<file path="config.mk">
export PLATFORM = sky130hd
export DESIGN_NAME = priority_slot_scheduler_core
export DESIGN_NICKNAME = d
export VERILOG_FILES = /design/src/pss_pkg.sv /design/src/pss_ctrl.sv /design/src/pss_datapath.sv /design/src/priority_slot_scheduler_core.sv
export SDC_FILE = /design/constraint.sdc
export NUM_CORES = 1
export LEC_CHECK = 0
export BUFFER_PORTS_ARGS = -buffer_cell sky130_fd_sc_hd__buf_2
export CAP_MARGIN = 40
export CORE_UTILIZATION = 25
export CTS_CLUSTER_DIAMETER = 60
export DETAILED_ROUTE_END_ITERATION = 10
export HOLD_SLACK_MARGIN = 0.1
export PLACE_DENSITY = 0.46
export SLEW_MARGIN = 0
export SYNTH_ARGS = -nofsm -noshare
export SYNTH_HDL_FRONTEND = slang
export SYNTH_SLANG_ARGS = --single-unit
</file>
<file path="constraint.sdc">
create_clock -name clock -period 4.1 [get_ports clock]
set_input_delay 0.41 -clock clock [delete_from_list [all_inputs] [get_ports clock]]
set_output_delay 0.41 -clock clock [all_outputs]
set_load 0.01 [all_outputs]
</file>
<file path="src/pss_pkg.sv">
// shared types, codes and helpers of the priority slot scheduler
// no dependencies; used by pss_ctrl, pss_datapath, priority_slot_scheduler_core and the bench

package pss_pkg;

   localparam int SLOTS_DEF = 16;
   localparam logic [4:0] MAX_RUN_RESET = 5'd3;

   // command codes
   localparam logic [2:0] OP_LAUNCH   = 3'd0;
   localparam logic [2:0] OP_STOP     = 3'd1;
   localparam logic [2:0] OP_KILL     = 3'd2;
   localparam logic [2:0] OP_RESUME   = 3'd3;
   localparam logic [2:0] OP_CHILD    = 3'd4;
   localparam logic [2:0] OP_SHUTDOWN = 3'd5;

   typedef enum logic [2:0] {
      SS_EMPTY = 3'd0,
      SS_RUN   = 3'd1,
      SS_READY = 3'd2,
      SS_STOP  = 3'd3,
      SS_TERM  = 3'd4
   } slot_state_type;

   typedef enum logic [1:0] {
      ACT_NONE = 2'd0,
      ACT_STOP = 2'd1,
      ACT_CONT = 2'd2,
      ACT_TERM = 2'd3
   } action_type;

   typedef enum logic [3:0] {
      ST_OK            = 4'd0,
      ST_FULL          = 4'd1,
      ST_BAD_PRIO      = 4'd2,
      ST_PRIO_TAKEN    = 4'd3,
      ST_UNKNOWN_ID    = 4'd4,
      ST_ALREADY_STOP  = 4'd5,
      ST_ALREADY_TERM  = 4'd6,
      ST_ALREADY_RUN   = 4'd7,
      ST_ALREADY_READY = 4'd8
   } status_type;

   // steps the controller asks of the datapath
   typedef enum logic [3:0] {
      DP_IDLE,
      DP_CAPTURE,
      DP_LOOKUP,
      DP_EXEC,
      DP_DEMOTE,
      DP_DISPATCH,
      DP_PREEMPT,
      DP_SHUT,
      DP_CLOSE
   } dp_cmd_type;

   typedef enum logic [3:0] {
      CS_IDLE,
      CS_LOOK,
      CS_EXEC,
      CS_DEMOTE,
      CS_RESCHK,
      CS_PREEMPT,
      CS_DISPATCH,
      CS_SHUT,
      CS_CLOSE
   } ctrl_state_type;

   typedef struct packed {
      logic out_free;     // output register can take a result this cycle
      logic op_shut;      // captured command is shutdown
      logic op_none;      // captured command is an unused code
      logic go_demote;    // exec step is followed by the demote check
      logic go_reschk;    // exec step is followed by the resume check
      logic go_dispatch;  // exec step is followed by a dispatch
      logic run_below;    // fewer tasks running than allowed
      logic preempt_ok;   // best ready beats worst running
      logic shut_last;    // shutdown walk is at the last slot
   } dp_stat_type;

   function automatic status_type state_status(input slot_state_type s);
      status_type r;
      unique case (s)
         SS_STOP: r = ST_ALREADY_STOP;
         SS_TERM: r = ST_ALREADY_TERM;
         SS_RUN:  r = ST_ALREADY_RUN;
         default: r = ST_ALREADY_READY;
      endcase
      return r;
   endfunction

endpackage

</file>
<file path="src/pss_ctrl.sv">
// sequencer of the priority slot scheduler: walks one command through its steps
// depends on pss_pkg; drives pss_datapath through dp_cmd_type / dp_stat_type

module pss_ctrl (
   input  logic                 clock,
   input  logic                 reset,
   input  logic                 req_tvalid,
   output logic                 req_tready,
   input  pss_pkg::dp_stat_type stat,
   output pss_pkg::dp_cmd_type  cmd
);

   pss_pkg::ctrl_state_type state_ff, state_in;

   always_ff @(posedge clock) begin
      if (reset) begin
         state_ff <= pss_pkg::CS_IDLE;
      end else begin
         state_ff <= state_in;
      end
   end

   always_comb begin
      state_in   = state_ff;
      cmd        = pss_pkg::DP_IDLE;
      req_tready = 1'b0;
      unique case (state_ff)
         pss_pkg::CS_IDLE: begin
            req_tready = 1'b1;
            if (req_tvalid) begin
               cmd      = pss_pkg::DP_CAPTURE;
               state_in = pss_pkg::CS_LOOK;
            end
         end
         pss_pkg::CS_LOOK: begin
            cmd = pss_pkg::DP_LOOKUP;
            priority if (stat.op_shut) state_in = pss_pkg::CS_SHUT;
            else if (stat.op_none)     state_in = pss_pkg::CS_CLOSE;
            else                       state_in = pss_pkg::CS_EXEC;
         end
         pss_pkg::CS_EXEC: begin
            if (stat.out_free) begin
               cmd = pss_pkg::DP_EXEC;
               priority if (stat.go_demote) state_in = pss_pkg::CS_DEMOTE;
               else if (stat.go_reschk)     state_in = pss_pkg::CS_RESCHK;
               else if (stat.go_dispatch)   state_in = pss_pkg::CS_DISPATCH;
               else                         state_in = pss_pkg::CS_CLOSE;
            end
         end
         pss_pkg::CS_DEMOTE: begin
            if (stat.out_free) begin
               cmd      = pss_pkg::DP_DEMOTE;
               state_in = pss_pkg::CS_CLOSE;
            end
         end
         pss_pkg::CS_RESCHK: begin
            priority if (stat.run_below) state_in = pss_pkg::CS_DISPATCH;
            else if (stat.preempt_ok)    state_in = pss_pkg::CS_PREEMPT;
            else                         state_in = pss_pkg::CS_CLOSE;
         end
         pss_pkg::CS_PREEMPT: begin
            if (stat.out_free) begin
               cmd      = pss_pkg::DP_PREEMPT;
               state_in = pss_pkg::CS_DISPATCH;
            end
         end
         pss_pkg::CS_DISPATCH: begin
            if (stat.out_free) begin
               cmd      = pss_pkg::DP_DISPATCH;
               state_in = pss_pkg::CS_CLOSE;
            end
         end
         pss_pkg::CS_SHUT: begin
            if (stat.out_free) begin
               cmd = pss_pkg::DP_SHUT;
               if (stat.shut_last) state_in = pss_pkg::CS_CLOSE;
            end
         end
         pss_pkg::CS_CLOSE: begin
            if (stat.out_free) begin
               cmd      = pss_pkg::DP_CLOSE;
               state_in = pss_pkg::CS_IDLE;
            end
         end
         default: state_in = pss_pkg::CS_IDLE;
      endcase
   end

endmodule

</file>
<file path="src/pss_datapath.sv">
// datapath of the priority slot scheduler: slot table, counters, encoders, result register
// depends on pss_pkg; stepped by pss_ctrl

module pss_datapath #(
   parameter int SLOTS = pss_pkg::SLOTS_DEF
) (
   input  logic                 clock,
   input  logic                 reset,
   input  logic [2:0]           req_op,
   input  logic [7:0]           req_priority,
   input  logic [21:0]          req_task_id,
   input  logic                 csr_we,
   input  logic [4:0]           csr_wdata,
   input  pss_pkg::dp_cmd_type  cmd,
   output pss_pkg::dp_stat_type stat,
   output logic                 rsp_valid,
   input  logic                 rsp_ready,
   output logic [1:0]           rsp_action,
   output logic [21:0]          rsp_target_id,
   output logic [3:0]           rsp_target_slot,
   output logic [3:0]           rsp_status,
   output logic                 rsp_last
);

   localparam int SLOT_W = $clog2(SLOTS);
   localparam int CNT_W  = $clog2(SLOTS + 1);
   localparam int CMP_W  = (CNT_W > 5) ? CNT_W : 5;

   function automatic logic [3:0] low4(input logic [SLOT_W-1:0] s);
      logic [SLOT_W+3:0] e;
      e = {4'b0000, s};
      return e[3:0];
   endfunction

   // slot table
   pss_pkg::slot_state_type slot_st_ff [SLOTS];
   logic [21:0]             slot_id_ff [SLOTS];
   logic [CNT_W-1:0]        run_cnt_ff;
   logic [CNT_W-1:0]        occ_cnt_ff;
   logic [4:0]              max_ff;

   // captured command and lookup results
   logic [2:0]          op_ff;
   logic [7:0]          pr_ff;
   logic [21:0]         id_ff;
   logic                found_ff;
   logic [SLOT_W-1:0]   p_ff;
   logic [SLOT_W-1:0]   sh_idx_ff;
   pss_pkg::status_type st_ff;
   logic [21:0]         cid_ff;
   logic [3:0]          cslot_ff;

   // result register
   logic                rsp_valid_ff;
   logic [1:0]          act_ff;
   logic [21:0]         tid_ff;
   logic [3:0]          tslot_ff;
   logic [3:0]          status_ff;
   logic                last_ff;

   // encoders over the table
   logic              found_c, rdy_any, run_any;
   logic [SLOT_W-1:0] p_c, br_idx, wr_idx;

   always_comb begin
      found_c = 1'b0;
      p_c     = '0;
      rdy_any = 1'b0;
      br_idx  = '0;
      for (int i = SLOTS - 1; i >= 0; i--) begin
         if (slot_st_ff[i] != pss_pkg::SS_EMPTY && slot_id_ff[i] == id_ff) begin
            found_c = 1'b1;
            p_c     = SLOT_W'(i);
         end
         if (slot_st_ff[i] == pss_pkg::SS_READY) begin
            rdy_any = 1'b1;
            br_idx  = SLOT_W'(i);
         end
      end
   end

   always_comb begin
      run_any = 1'b0;
      wr_idx  = '0;
      for (int i = 0; i < SLOTS; i++) begin
         if (slot_st_ff[i] == pss_pkg::SS_RUN) begin
            run_any = 1'b1;
            wr_idx  = SLOT_W'(i);
         end
      end
   end

   logic out_free, pr_ok, full, pr_free, demote_need, run_below;
   logic [SLOT_W-1:0]       pr_idx;
   pss_pkg::slot_state_type cur_st;

   assign out_free    = !rsp_valid_ff || rsp_ready;
   assign pr_ok       = pr_ff < 8'(SLOTS);
   assign pr_idx      = pr_ff[SLOT_W-1:0];
   assign full        = occ_cnt_ff == CNT_W'(SLOTS);
   assign pr_free     = slot_st_ff[pr_idx] == pss_pkg::SS_EMPTY;
   assign cur_st      = slot_st_ff[p_ff];
   assign demote_need = (CMP_W'(run_cnt_ff) > CMP_W'(max_ff)) && run_any;
   assign run_below   = CMP_W'(run_cnt_ff) < CMP_W'(max_ff);

   // outcome of the primary step of a command
   pss_pkg::status_type     ex_status;
   logic                    ex_upd, ex_emit, ex_inc, ex_dec, ex_launch;
   logic                    go_demote, go_reschk, go_dispatch;
   logic [SLOT_W-1:0]       ex_slot;
   pss_pkg::slot_state_type ex_new;
   pss_pkg::action_type     ex_act;

   always_comb begin
      ex_status   = pss_pkg::ST_OK;
      ex_upd      = 1'b0;
      ex_emit     = 1'b0;
      ex_inc      = 1'b0;
      ex_dec      = 1'b0;
      ex_launch   = 1'b0;
      go_demote   = 1'b0;
      go_reschk   = 1'b0;
      go_dispatch = 1'b0;
      ex_slot     = p_ff;
      ex_new      = pss_pkg::SS_EMPTY;
      ex_act      = pss_pkg::ACT_NONE;
      unique case (op_ff)
         pss_pkg::OP_LAUNCH: begin
            priority if (full) ex_status = pss_pkg::ST_FULL;
            else if (!pr_ok)   ex_status = pss_pkg::ST_BAD_PRIO;
            else if (!pr_free) ex_status = pss_pkg::ST_PRIO_TAKEN;
            else begin
               ex_launch = 1'b1;
               ex_upd    = 1'b1;
               ex_slot   = pr_idx;
               ex_new    = pss_pkg::SS_RUN;
               ex_inc    = 1'b1;
               go_demote = 1'b1;
            end
         end
         pss_pkg::OP_STOP: begin
            priority if (!found_ff) ex_status = pss_pkg::ST_UNKNOWN_ID;
            else if (cur_st == pss_pkg::SS_RUN || cur_st == pss_pkg::SS_READY) begin
               ex_upd      = 1'b1;
               ex_new      = pss_pkg::SS_STOP;
               ex_emit     = 1'b1;
               ex_act      = pss_pkg::ACT_STOP;
               ex_dec      = cur_st == pss_pkg::SS_RUN;
               go_dispatch = cur_st == pss_pkg::SS_RUN;
            end else ex_status = pss_pkg::state_status(cur_st);
         end
         pss_pkg::OP_KILL: begin
            priority if (!found_ff) ex_status = pss_pkg::ST_UNKNOWN_ID;
            else if (cur_st == pss_pkg::SS_RUN || cur_st == pss_pkg::SS_READY ||
                     cur_st == pss_pkg::SS_STOP) begin
               ex_upd      = 1'b1;
               ex_new      = pss_pkg::SS_TERM;
               ex_emit     = 1'b1;
               ex_act      = pss_pkg::ACT_TERM;
               ex_dec      = cur_st == pss_pkg::SS_RUN;
               go_dispatch = cur_st == pss_pkg::SS_RUN;
            end else ex_status = pss_pkg::state_status(cur_st);
         end
         pss_pkg::OP_RESUME: begin
            priority if (!found_ff) ex_status = pss_pkg::ST_UNKNOWN_ID;
            else if (cur_st == pss_pkg::SS_STOP) begin
               ex_upd    = 1'b1;
               ex_new    = pss_pkg::SS_READY;
               go_reschk = 1'b1;
            end else ex_status = pss_pkg::state_status(cur_st);
         end
         pss_pkg::OP_CHILD: begin
            priority if (!found_ff) ex_status = pss_pkg::ST_UNKNOWN_ID;
            else if (cur_st == pss_pkg::SS_RUN) begin
               ex_upd      = 1'b1;
               ex_new      = pss_pkg::SS_TERM;
               ex_dec      = 1'b1;
               go_dispatch = 1'b1;
            end else ex_status = pss_pkg::state_status(cur_st);
         end
         default: ;
      endcase
   end

   // per-step table update and result
   logic                    upd_en, run_inc, run_dec, emit, e_last;
   logic [SLOT_W-1:0]       upd_slot;
   pss_pkg::slot_state_type upd_st;
   logic [1:0]              e_act;
   logic [21:0]             e_id;
   logic [3:0]              e_slot, e_status;
   pss_pkg::slot_state_type sh_st;

   assign sh_st = slot_st_ff[sh_idx_ff];

   always_comb begin
      upd_en   = 1'b0;
      upd_slot = p_ff;
      upd_st   = pss_pkg::SS_EMPTY;
      run_inc  = 1'b0;
      run_dec  = 1'b0;
      emit     = 1'b0;
      e_act    = pss_pkg::ACT_NONE;
      e_id     = '0;
      e_slot   = '0;
      e_status = pss_pkg::ST_OK;
      e_last   = 1'b0;
      unique case (cmd)
         pss_pkg::DP_EXEC: begin
            upd_en   = ex_upd;
            upd_slot = ex_slot;
            upd_st   = ex_new;
            run_inc  = ex_inc;
            run_dec  = ex_dec;
            emit     = ex_emit;
            e_act    = ex_act;
            e_id     = id_ff;
            e_slot   = low4(p_ff);
         end
         pss_pkg::DP_DEMOTE, pss_pkg::DP_PREEMPT: begin
            if (cmd == pss_pkg::DP_PREEMPT || demote_need) begin
               upd_en   = 1'b1;
               upd_slot = wr_idx;
               upd_st   = pss_pkg::SS_READY;
               run_dec  = 1'b1;
               emit     = 1'b1;
               e_act    = pss_pkg::ACT_STOP;
               e_id     = slot_id_ff[wr_idx];
               e_slot   = low4(wr_idx);
            end
         end
         pss_pkg::DP_DISPATCH: begin
            if (rdy_any) begin
               upd_en   = 1'b1;
               upd_slot = br_idx;
               upd_st   = pss_pkg::SS_RUN;
               run_inc  = 1'b1;
               emit     = 1'b1;
               e_act    = pss_pkg::ACT_CONT;
               e_id     = slot_id_ff[br_idx];
               e_slot   = low4(br_idx);
            end
         end
         pss_pkg::DP_SHUT: begin
            if (sh_st != pss_pkg::SS_EMPTY && sh_st != pss_pkg::SS_TERM) begin
               upd_en   = 1'b1;
               upd_slot = sh_idx_ff;
               upd_st   = pss_pkg::SS_TERM;
               run_dec  = sh_st == pss_pkg::SS_RUN;
               emit     = 1'b1;
               e_act    = pss_pkg::ACT_TERM;
               e_id     = slot_id_ff[sh_idx_ff];
               e_slot   = low4(sh_idx_ff);
            end
         end
         pss_pkg::DP_CLOSE: begin
            emit     = 1'b1;
            e_id     = cid_ff;
            e_slot   = cslot_ff;
            e_status = st_ff;
            e_last   = 1'b1;
         end
         default: ;
      endcase
   end

   // control state
   always_ff @(posedge clock) begin
      if (reset) begin
         for (int i = 0; i < SLOTS; i++) slot_st_ff[i] <= pss_pkg::SS_EMPTY;
         run_cnt_ff   <= '0;
         occ_cnt_ff   <= '0;
         max_ff       <= pss_pkg::MAX_RUN_RESET;
         rsp_valid_ff <= 1'b0;
      end else begin
         if (csr_we) max_ff <= csr_wdata;
         if (upd_en) slot_st_ff[upd_slot] <= upd_st;
         if (run_inc)      run_cnt_ff <= run_cnt_ff + CNT_W'(1);
         else if (run_dec) run_cnt_ff <= run_cnt_ff - CNT_W'(1);
         if (cmd == pss_pkg::DP_EXEC && ex_launch) occ_cnt_ff <= occ_cnt_ff + CNT_W'(1);
         if (emit)           rsp_valid_ff <= 1'b1;
         else if (rsp_ready) rsp_valid_ff <= 1'b0;
      end
   end

   // payload registers
   always_ff @(posedge clock) begin
      if (cmd == pss_pkg::DP_EXEC && ex_launch) slot_id_ff[pr_idx] <= id_ff;
      if (cmd == pss_pkg::DP_CAPTURE) begin
         op_ff <= req_op;
         pr_ff <= req_priority;
         id_ff <= req_task_id;
      end
      if (cmd == pss_pkg::DP_LOOKUP) begin
         found_ff  <= found_c;
         p_ff      <= p_c;
         sh_idx_ff <= '0;
         st_ff     <= pss_pkg::ST_OK;
         cid_ff    <= (op_ff <= pss_pkg::OP_CHILD) ? id_ff : 22'd0;
         priority if (op_ff == pss_pkg::OP_LAUNCH)
            cslot_ff <= pr_ok ? pr_ff[3:0] : 4'd0;
         else if (op_ff <= pss_pkg::OP_CHILD)
            cslot_ff <= found_c ? low4(p_c) : 4'd0;
         else
            cslot_ff <= 4'd0;
      end
      if (cmd == pss_pkg::DP_EXEC) st_ff <= ex_status;
      if (cmd == pss_pkg::DP_SHUT) sh_idx_ff <= sh_idx_ff + SLOT_W'(1);
      if (emit) begin
         act_ff    <= e_act;
         tid_ff    <= e_id;
         tslot_ff  <= e_slot;
         status_ff <= e_status;
         last_ff   <= e_last;
      end
   end

   always_comb begin
      stat.out_free    = out_free;
      stat.op_shut     = op_ff == pss_pkg::OP_SHUTDOWN;
      stat.op_none     = op_ff > pss_pkg::OP_SHUTDOWN;
      stat.go_demote   = go_demote;
      stat.go_reschk   = go_reschk;
      stat.go_dispatch = go_dispatch;
      stat.run_below   = run_below;
      stat.preempt_ok  = rdy_any && run_any && (br_idx < wr_idx);
      stat.shut_last   = sh_idx_ff == SLOT_W'(SLOTS - 1);
   end

   assign rsp_valid       = rsp_valid_ff;
   assign rsp_action      = act_ff;
   assign rsp_target_id   = tid_ff;
   assign rsp_target_slot = tslot_ff;
   assign rsp_status      = status_ff;
   assign rsp_last        = last_ff;

endmodule

</file>
<file path="src/priority_slot_scheduler_core.sv">
// top level of the priority slot scheduler: stream ports, controller and datapath
// depends on pss_pkg, pss_ctrl and pss_datapath
// usage
//   req channel carries one command per transfer: op in req_tuser, slot request
//   and task id in req_tdata. each command yields zero or more action results
//   (stop, continue, terminate) on the rsp channel and then one closing status
//   result flagged with rsp_tlast.
//   csr_we/csr_wdata write max_running; write it only while no command is open.
// timing
//   one command at a time, each sequencer step moving at most one result. shutdown
//   walks the table one slot per cycle while the output register is free.
//   req_tready is high while the sequencer is idle, also while the last closing
//   result still waits.
// reset
//   synchronous, active high: all slots empty, max_running back to 3, the
//   output register empty.
// backpressure
//   when rsp_tready is low the result stays in the output register and the
//   sequencer holds its current step until the register frees up.

module priority_slot_scheduler_core #(
   parameter int SLOTS = pss_pkg::SLOTS_DEF
) (
   input  logic        clock,
   input  logic        reset,
   // command channel
   input  logic        req_tvalid,
   output logic        req_tready,
   input  logic [31:0] req_tdata,   // [7:0] priority_req, [29:8] task_id, [31:30] zero
   input  logic [2:0]  req_tuser,   // [2:0] op
   // result channel
   output logic        rsp_tvalid,
   input  logic        rsp_tready,
   output logic [31:0] rsp_tdata,   // [1:0] action, [23:2] target_id,
                                    // [27:24] target_slot, [31:28] status
   output logic        rsp_tlast,   // closing result of a command
   // max_running register
   input  logic        csr_we,
   input  logic [4:0]  csr_wdata
);

   pss_pkg::dp_cmd_type  cmd;
   pss_pkg::dp_stat_type stat;

   logic [1:0]  rsp_action;
   logic [21:0] rsp_target_id;
   logic [3:0]  rsp_target_slot;
   logic [3:0]  rsp_status;

   // sequencer: one state per step of a command
   pss_ctrl u_ctrl (
      .clock      (clock),
      .reset      (reset),
      .req_tvalid (req_tvalid),
      .req_tready (req_tready),
      .stat       (stat),
      .cmd        (cmd)
   );

   // slot table, priority encoders and the output register
   pss_datapath #(
      .SLOTS (SLOTS)
   ) u_datapath (
      .clock           (clock),
      .reset           (reset),
      .req_op          (req_tuser),
      .req_priority    (req_tdata[7:0]),
      .req_task_id     (req_tdata[29:8]),
      .csr_we          (csr_we),
      .csr_wdata       (csr_wdata),
      .cmd             (cmd),
      .stat            (stat),
      .rsp_valid       (rsp_tvalid),
      .rsp_ready       (rsp_tready),
      .rsp_action      (rsp_action),
      .rsp_target_id   (rsp_target_id),
      .rsp_target_slot (rsp_target_slot),
      .rsp_status      (rsp_status),
      .rsp_last        (rsp_tlast)
   );

   // result fields packed from the low bit up
   assign rsp_tdata = {rsp_status, rsp_target_slot, rsp_target_id, rsp_action};

endmodule

</file>
## Yosys cells after proc, flatten, opt, wreduce, memory -nomap -nowiden

Memory sizes are Yosys's and may differ from the RTL's. A register that Yosys moved wholly into a read port is not among the register bits.
Index checks and enable logic that the tools add are counted.

| storage, ports and cells | value |
|---|---|
| register bits | 125 |
| bits in latches | 0 |
| bits in writable memories | 400 |
| ROM bits | 0 |
| input bits | 45 |
| output and inout bits | 35 |
| word-level logic and storage cells | 398 |
| memories kept | 2 |

| operators by class | value |
|---|---|
| add/subtract/negate cells | 4 |
| multiply operators | 0 |
| divide/modulo/power cells | 0 |
| $lt $le $gt $ge | 6 |
| equal/unequal tests | 84 |
| shift-type cells | 0 |
| multiplexer cells | 229 |
| bitwise operators | 0 |
| reduce and logical (&&, ||, !) cells | 54 |

Memories:

| name | depth | bits a word | rd ports | clocked after memory_dff | wr ports | RTL line | RTL |
|---|---|---|---|---|---|---|---|
| u_datapath.slot_id_ff | 16 | 22 | 19 | 1 | 1 | pss_datapath.sv:37 | `logic [21:0] slot_id_ff [SLOTS];` |
| u_datapath.slot_st_ff | 16 | 3 | 19 | 3 | 16 | pss_datapath.sv:36 | `pss_pkg::slot_state_type slot_st_ff [SLOTS];` |

Operator list:

| kind | count |
|---|---|
| $eq 22x22->1 | 16 |
| $mux 4 | 87 |
| $pmux 22 s5 | 1 |
| $mux 1 | 87 |
| $mux 22 | 3 |
| $pmux 4 s8 | 2 |
| $eq 3x2->1 const B | 20 |
| $eq 3x1->1 const B | 19 |
| $mux 3 | 18 |
| $reduce_bool 3->1 | 17 |
| $pmux 4 s5 | 2 |
| $eq 4x3->1 const B | 8 |
| $mux 2 | 12 |
| $logic_and 1x1->1 | 21 |
| $eq 4x2->1 const B | 4 |
| $pmux 4 s2 | 2 |
| $pmux 4 s4 | 1 |
| $pmux 3 s5 | 1 |
| $eq 4x4->1 const B | 3 |
| $pmux 3 s4 | 1 |
| $pmux 4 s3 | 1 |
| $add 5x1->5 const B | 2 |
| $mux 5 | 2 |
| $ne 2x1->1 const B | 5 |
| other kinds (27) | 42 |

## Logic depth before layout (Yosys ltp)

An unclocked memory read counts as a cell.

| logic depth | value |
|---|---|
| word-level depth | 27 |
| mapped depth | 15 |
| depth with buffers taken out | 14 |

## Hierarchy

A second synthesis with hierarchy kept.

| second synthesis, totals | value |
|---|---|
| cells, all modules | 2956 |
| area total of the unflattened synthesis | 34600.7 µm² |

By module, submodules not included:

| module | instances | cells an instance | area each (µm²) | sequential area each (µm²) |
|---|---|---|---|---|
| pss_datapath | 1 | 2889 | 34102.7 | 15725.1 |
| pss_ctrl | 1 | 67 | 498.0 | 80.1 |

## Worst setup path after synthesis

No wires, ideal clock.

| timing path | value |
|---|---|
| kind | register to register |
| start | memory u_datapath.slot_st_ff[10][0] in the netlist's numbering |
| end | memory u_datapath.slot_id_ff[6][0], enable pin |
| library setup time | 0.429 ns |
| arrival | 3.957 ns |
| data required time | 3.671 ns |
| path slack | -0.286 ns |
| cell stages (with the launch flop) | 9 |
| buffers on the path | 1 |
| clock period less this slack | 4.386 ns |
| cells stage by stage | edfxtp_1 > or3_1 > nor3b_1 > a2111oi_1 > a32oi_1 > nor3_4 > buf_2 > nand3_1 > nor3_1 |

RTL lines:

| element | RTL line |
|---|---|
| from (decl) | pss_datapath.sv:36 |
| to (decl) | pss_datapath.sv:37 |

==> results.py <==
metrics = {
    "status": {
        "run_status": "finished, final reports clean",
    },
    "yosys": {
        "avgSynthCellArea_um2": 10.83,
        "ys_warn_count": 0,
        "synth_top_area_cell": "edfxtp_1",
        "synthTopCellsByArea": "edfxtp_1 43%, mux4_2 8.5%, xnor2_1 6.5%, nand2_1 4.5%, mux2i_1 3.5%",
        "synth_seq_cells": 537,
        "synth_area_um2": 34920,
        "synth_fp_nets": 3283,
        "synth-main-ff-cell": "edfxtp_1",
        "yosysMostFrequentCell": "edfxtp_1",
        "async_flop_share": 0,
        "synth_commonest_cells": "505 x edfxtp_1, 422 x nand2_1, 261 x xnor2_1, 171 x nor2_1, 156 x clkbuf_1",
        "synthCells": 3223,
        "synth-edff-count": 505,
        "synth_cell_types": 94,
        "yosysSeqAreaShare": 0.4527,
        "synth_top_area_share": 0.4343,
    },
    "timing": {
        "rsz0062_at_grt": "false",
        "tns_ps": 0,
        "worst_pin_slew_ps": 968.2,
        "post-route-period-util": 0.9351,
        "setup_viol": 0,
        "hold_ws_ps": 249.8,
        "finalCriticalPeriod_ps": 3834,
        "max_freq_mhz": 260.8,
        "skew_ps": 39.67,
        "relSlewSlack": 0.3546,
        "slew_violations": 0,
        "hold_viol": 0,
    },
    "global_routing": {
        "antenna_found_initial": 5,
        "grt_usage": 0.2490,
        "grt_pass1_vias": 28960,
        "grt_max_degree": 65,
        "grt_pass1_wl_mm": 245.4,
        "grt-ovfl-total": 0,
    },
    "clock_tree": {
        "path_clk_slew_ps": 60,
        "cts_sinks": 537,
        "clock_latency_ps": 710,
        "clock-root-buffer": "clkbuf_16",
        "postCtsSetupBuffers": 0,
        "tritoncts": "built",
        "numCtsBuffers": 79,
        "ctsHtreeMaxLevel": 3,
        "cts_buffer_depth": 3,
    },
    "placement": {
        "dpl_cell_area_um2": 39680,
        "gp_congestion": 1.074,
        "portBuffers": 77,
        "dp_hpwl_mm": 133.4,
    },
    "die": {
        "die_y_um": 375.7,
        "die_area_um2": 141200,
        "ios": 80,
        "start_util": 0.2530,
        "fp-row-count": 136,
        "core_um2": 138000,
        "die_w_um": 375.7,
    },
    "setup_path": {
        "path_class": "reg -> reg",
        "critical-path-max-stage-delay_ps": 640,
        "critPathTopFamily": "simple AND/OR/NAND/NOR gates",
        "critPathCaptureType": "flop",
        "worstPathArrival_ps": 4210,
        "path_max_fanout": 12,
        "cp_cell_sequence": "buf_12 -> mux4_1 -> mux4_2 -> nand2b_4 -> or4_4 -> o22ai_2 -> o41ai_1 -> nor4bb_2 -> buf_4 -> nand4_2 -> nand2_1",
        "critPathBufInv": 2,
        "crit_path_start_kind": "flop",
        "critPathRequiredTime_ps": 4480,
        "slowest_stage": "mux4_1",
    },
    "layout": {
        "drive_gt1_frac": 0.2096,
        "fin_nets": 3534,
        "final_util": 0.3095,
        "n_antenna_cell": 0,
        "fin_area_um2": 42720,
        "area_delta_synth_final_pct": 22.34,
    },
    "drt": {
        "drt-vias-per-instance": 5.709,
        "routedWlPerCell_um": 33.16,
        "ant_nets": 0,
        "drtIter0Drc": 3957,
        "drt-pass1-iter-count": 6,
        "wl_mm": 179.0,
        "drc_errors": 0,
        "via_count": 30820,
    },
    "job": {
        "max-cap-violations": 0,
    },
    "min_path": {
        "hp-start": "rsp_tready",
        "hp-class": "in -> reg",
    },
    "pwr": {
        "peakVddDrop_mv": 0.2948,
        "power.total_mw": 22.60,
        "cellPowerDensity_nw_per_um2": 529.1,
        "leakage_nw": 14.38,
    },
}
cells in the final DEF, fill, tap and decap left out, drive strengths merged, types with 92 or more instances in the layout:
cell      n
edfxtp  505
buf     348
clkbuf   92
mux4    133
nand2   422
xnor2   261
nand4   131
nand3   141
nor2    171
xor2    104
mux2i   123
cell families (layout without fill, tap and decap cells):
kind of cell | count (synthesis) | count (layout) | synth area share
AOI/OAI and AO/OA | 504 | 504 | 0.1050
xor gates and xnor gates | 365 | 365 | 0.09156
adders and majority gates | 15 | 15 | 0.005590
buffers and inverters | 273 | 585 | 0.03021
DFF | 537 | 537 | 0.4527
muxes | 294 | 294 | 0.1334
and+or+nand+nor | 1235 | 1235 | 0.1815
metrics by stage:
stage                     cells  setup WS (ps)
after floorplan            3223          31.88
after CTS                  5398          252.7
after global routing       5398          26.77
after detailed placement   5209          265.5
after global placement     5207          236.3
final                      5398          266.3
worst reg2reg max path, cell delays in order (launching register included):
cell	delay [ps]
dfxtp_1	350
buf_12	160
mux4_1	650
mux4_2	560
nand2b_4	170
or4_4	450
o22ai_2	140
o41ai_1	140
nor4bb_2	300
buf_4	270
nand4_2	170
nand2_1	160
area by class of cell:
cell class / instances / area (um^2)
clock inverters: 50 / 518.0
inverters: 48 / 187.7
well taps: 1863 / 2331
flip-flops and latches: 537 / 15820
multi-input cells: 2413 / 18280
repair buffers: 395 / 3536
fillers: 14040 / 95290
clock buffers: 92 / 2046
what timing repair did:
action                                 4_1_cts  5_1_grt
endpoints found under the hold margin       45        0
setup endpoints to repair                    0        1
gates resized for setup                      0        1
hold buffers                                47        0
flip-flops by register name (all words and copies together) (netlist names), 4 cells and up, named ones only:
signal,cells
u_datapath.run_cnt_ff,5
u_datapath.rsp_target_slot,4
u_datapath.sh_idx_ff,4
u_datapath.st_ff,4
u_datapath.pr_ff,8
u_datapath.cid_ff,22
u_datapath.max_ff,5
u_datapath.slot_id_ff,352
u_datapath.cslot_ff,4
u_datapath.rsp_status,4
u_datapath.slot_st_ff,48
u_datapath.rsp_target_id,22
u_datapath.p_ff,4
u_datapath.id_ff,22
u_ctrl.state_ff,4
u_datapath.occ_cnt_ff,5
worst paths after layout:
check,depth (start not counted),slack [ps],to
hold reg to reg,2,490,u_datapath.occ_cnt_ff[1]
hold / removal,4,250,u_datapath.rsp_valid
setup / recovery,11,270,u_datapath.slot_st_ff[7][0]
setup reg to reg,11,270,u_datapath.slot_st_ff[7][0]
report_power, final:
group | switching [mW] | internal [mW]
Sequential | 0.523 | 6.71
Combinational | 5.45 | 3.16
Clock | 2.85 | 3.92
Total | 8.82 | 13.8
layer usage:
layer,global-route usage,wire length (um)
met1,0.3307,74430
met2,0.3990,82180
met3,0.04634,14330
met4,0.09611,8064
met5,0,0
(Power assumes the default switching activity.)
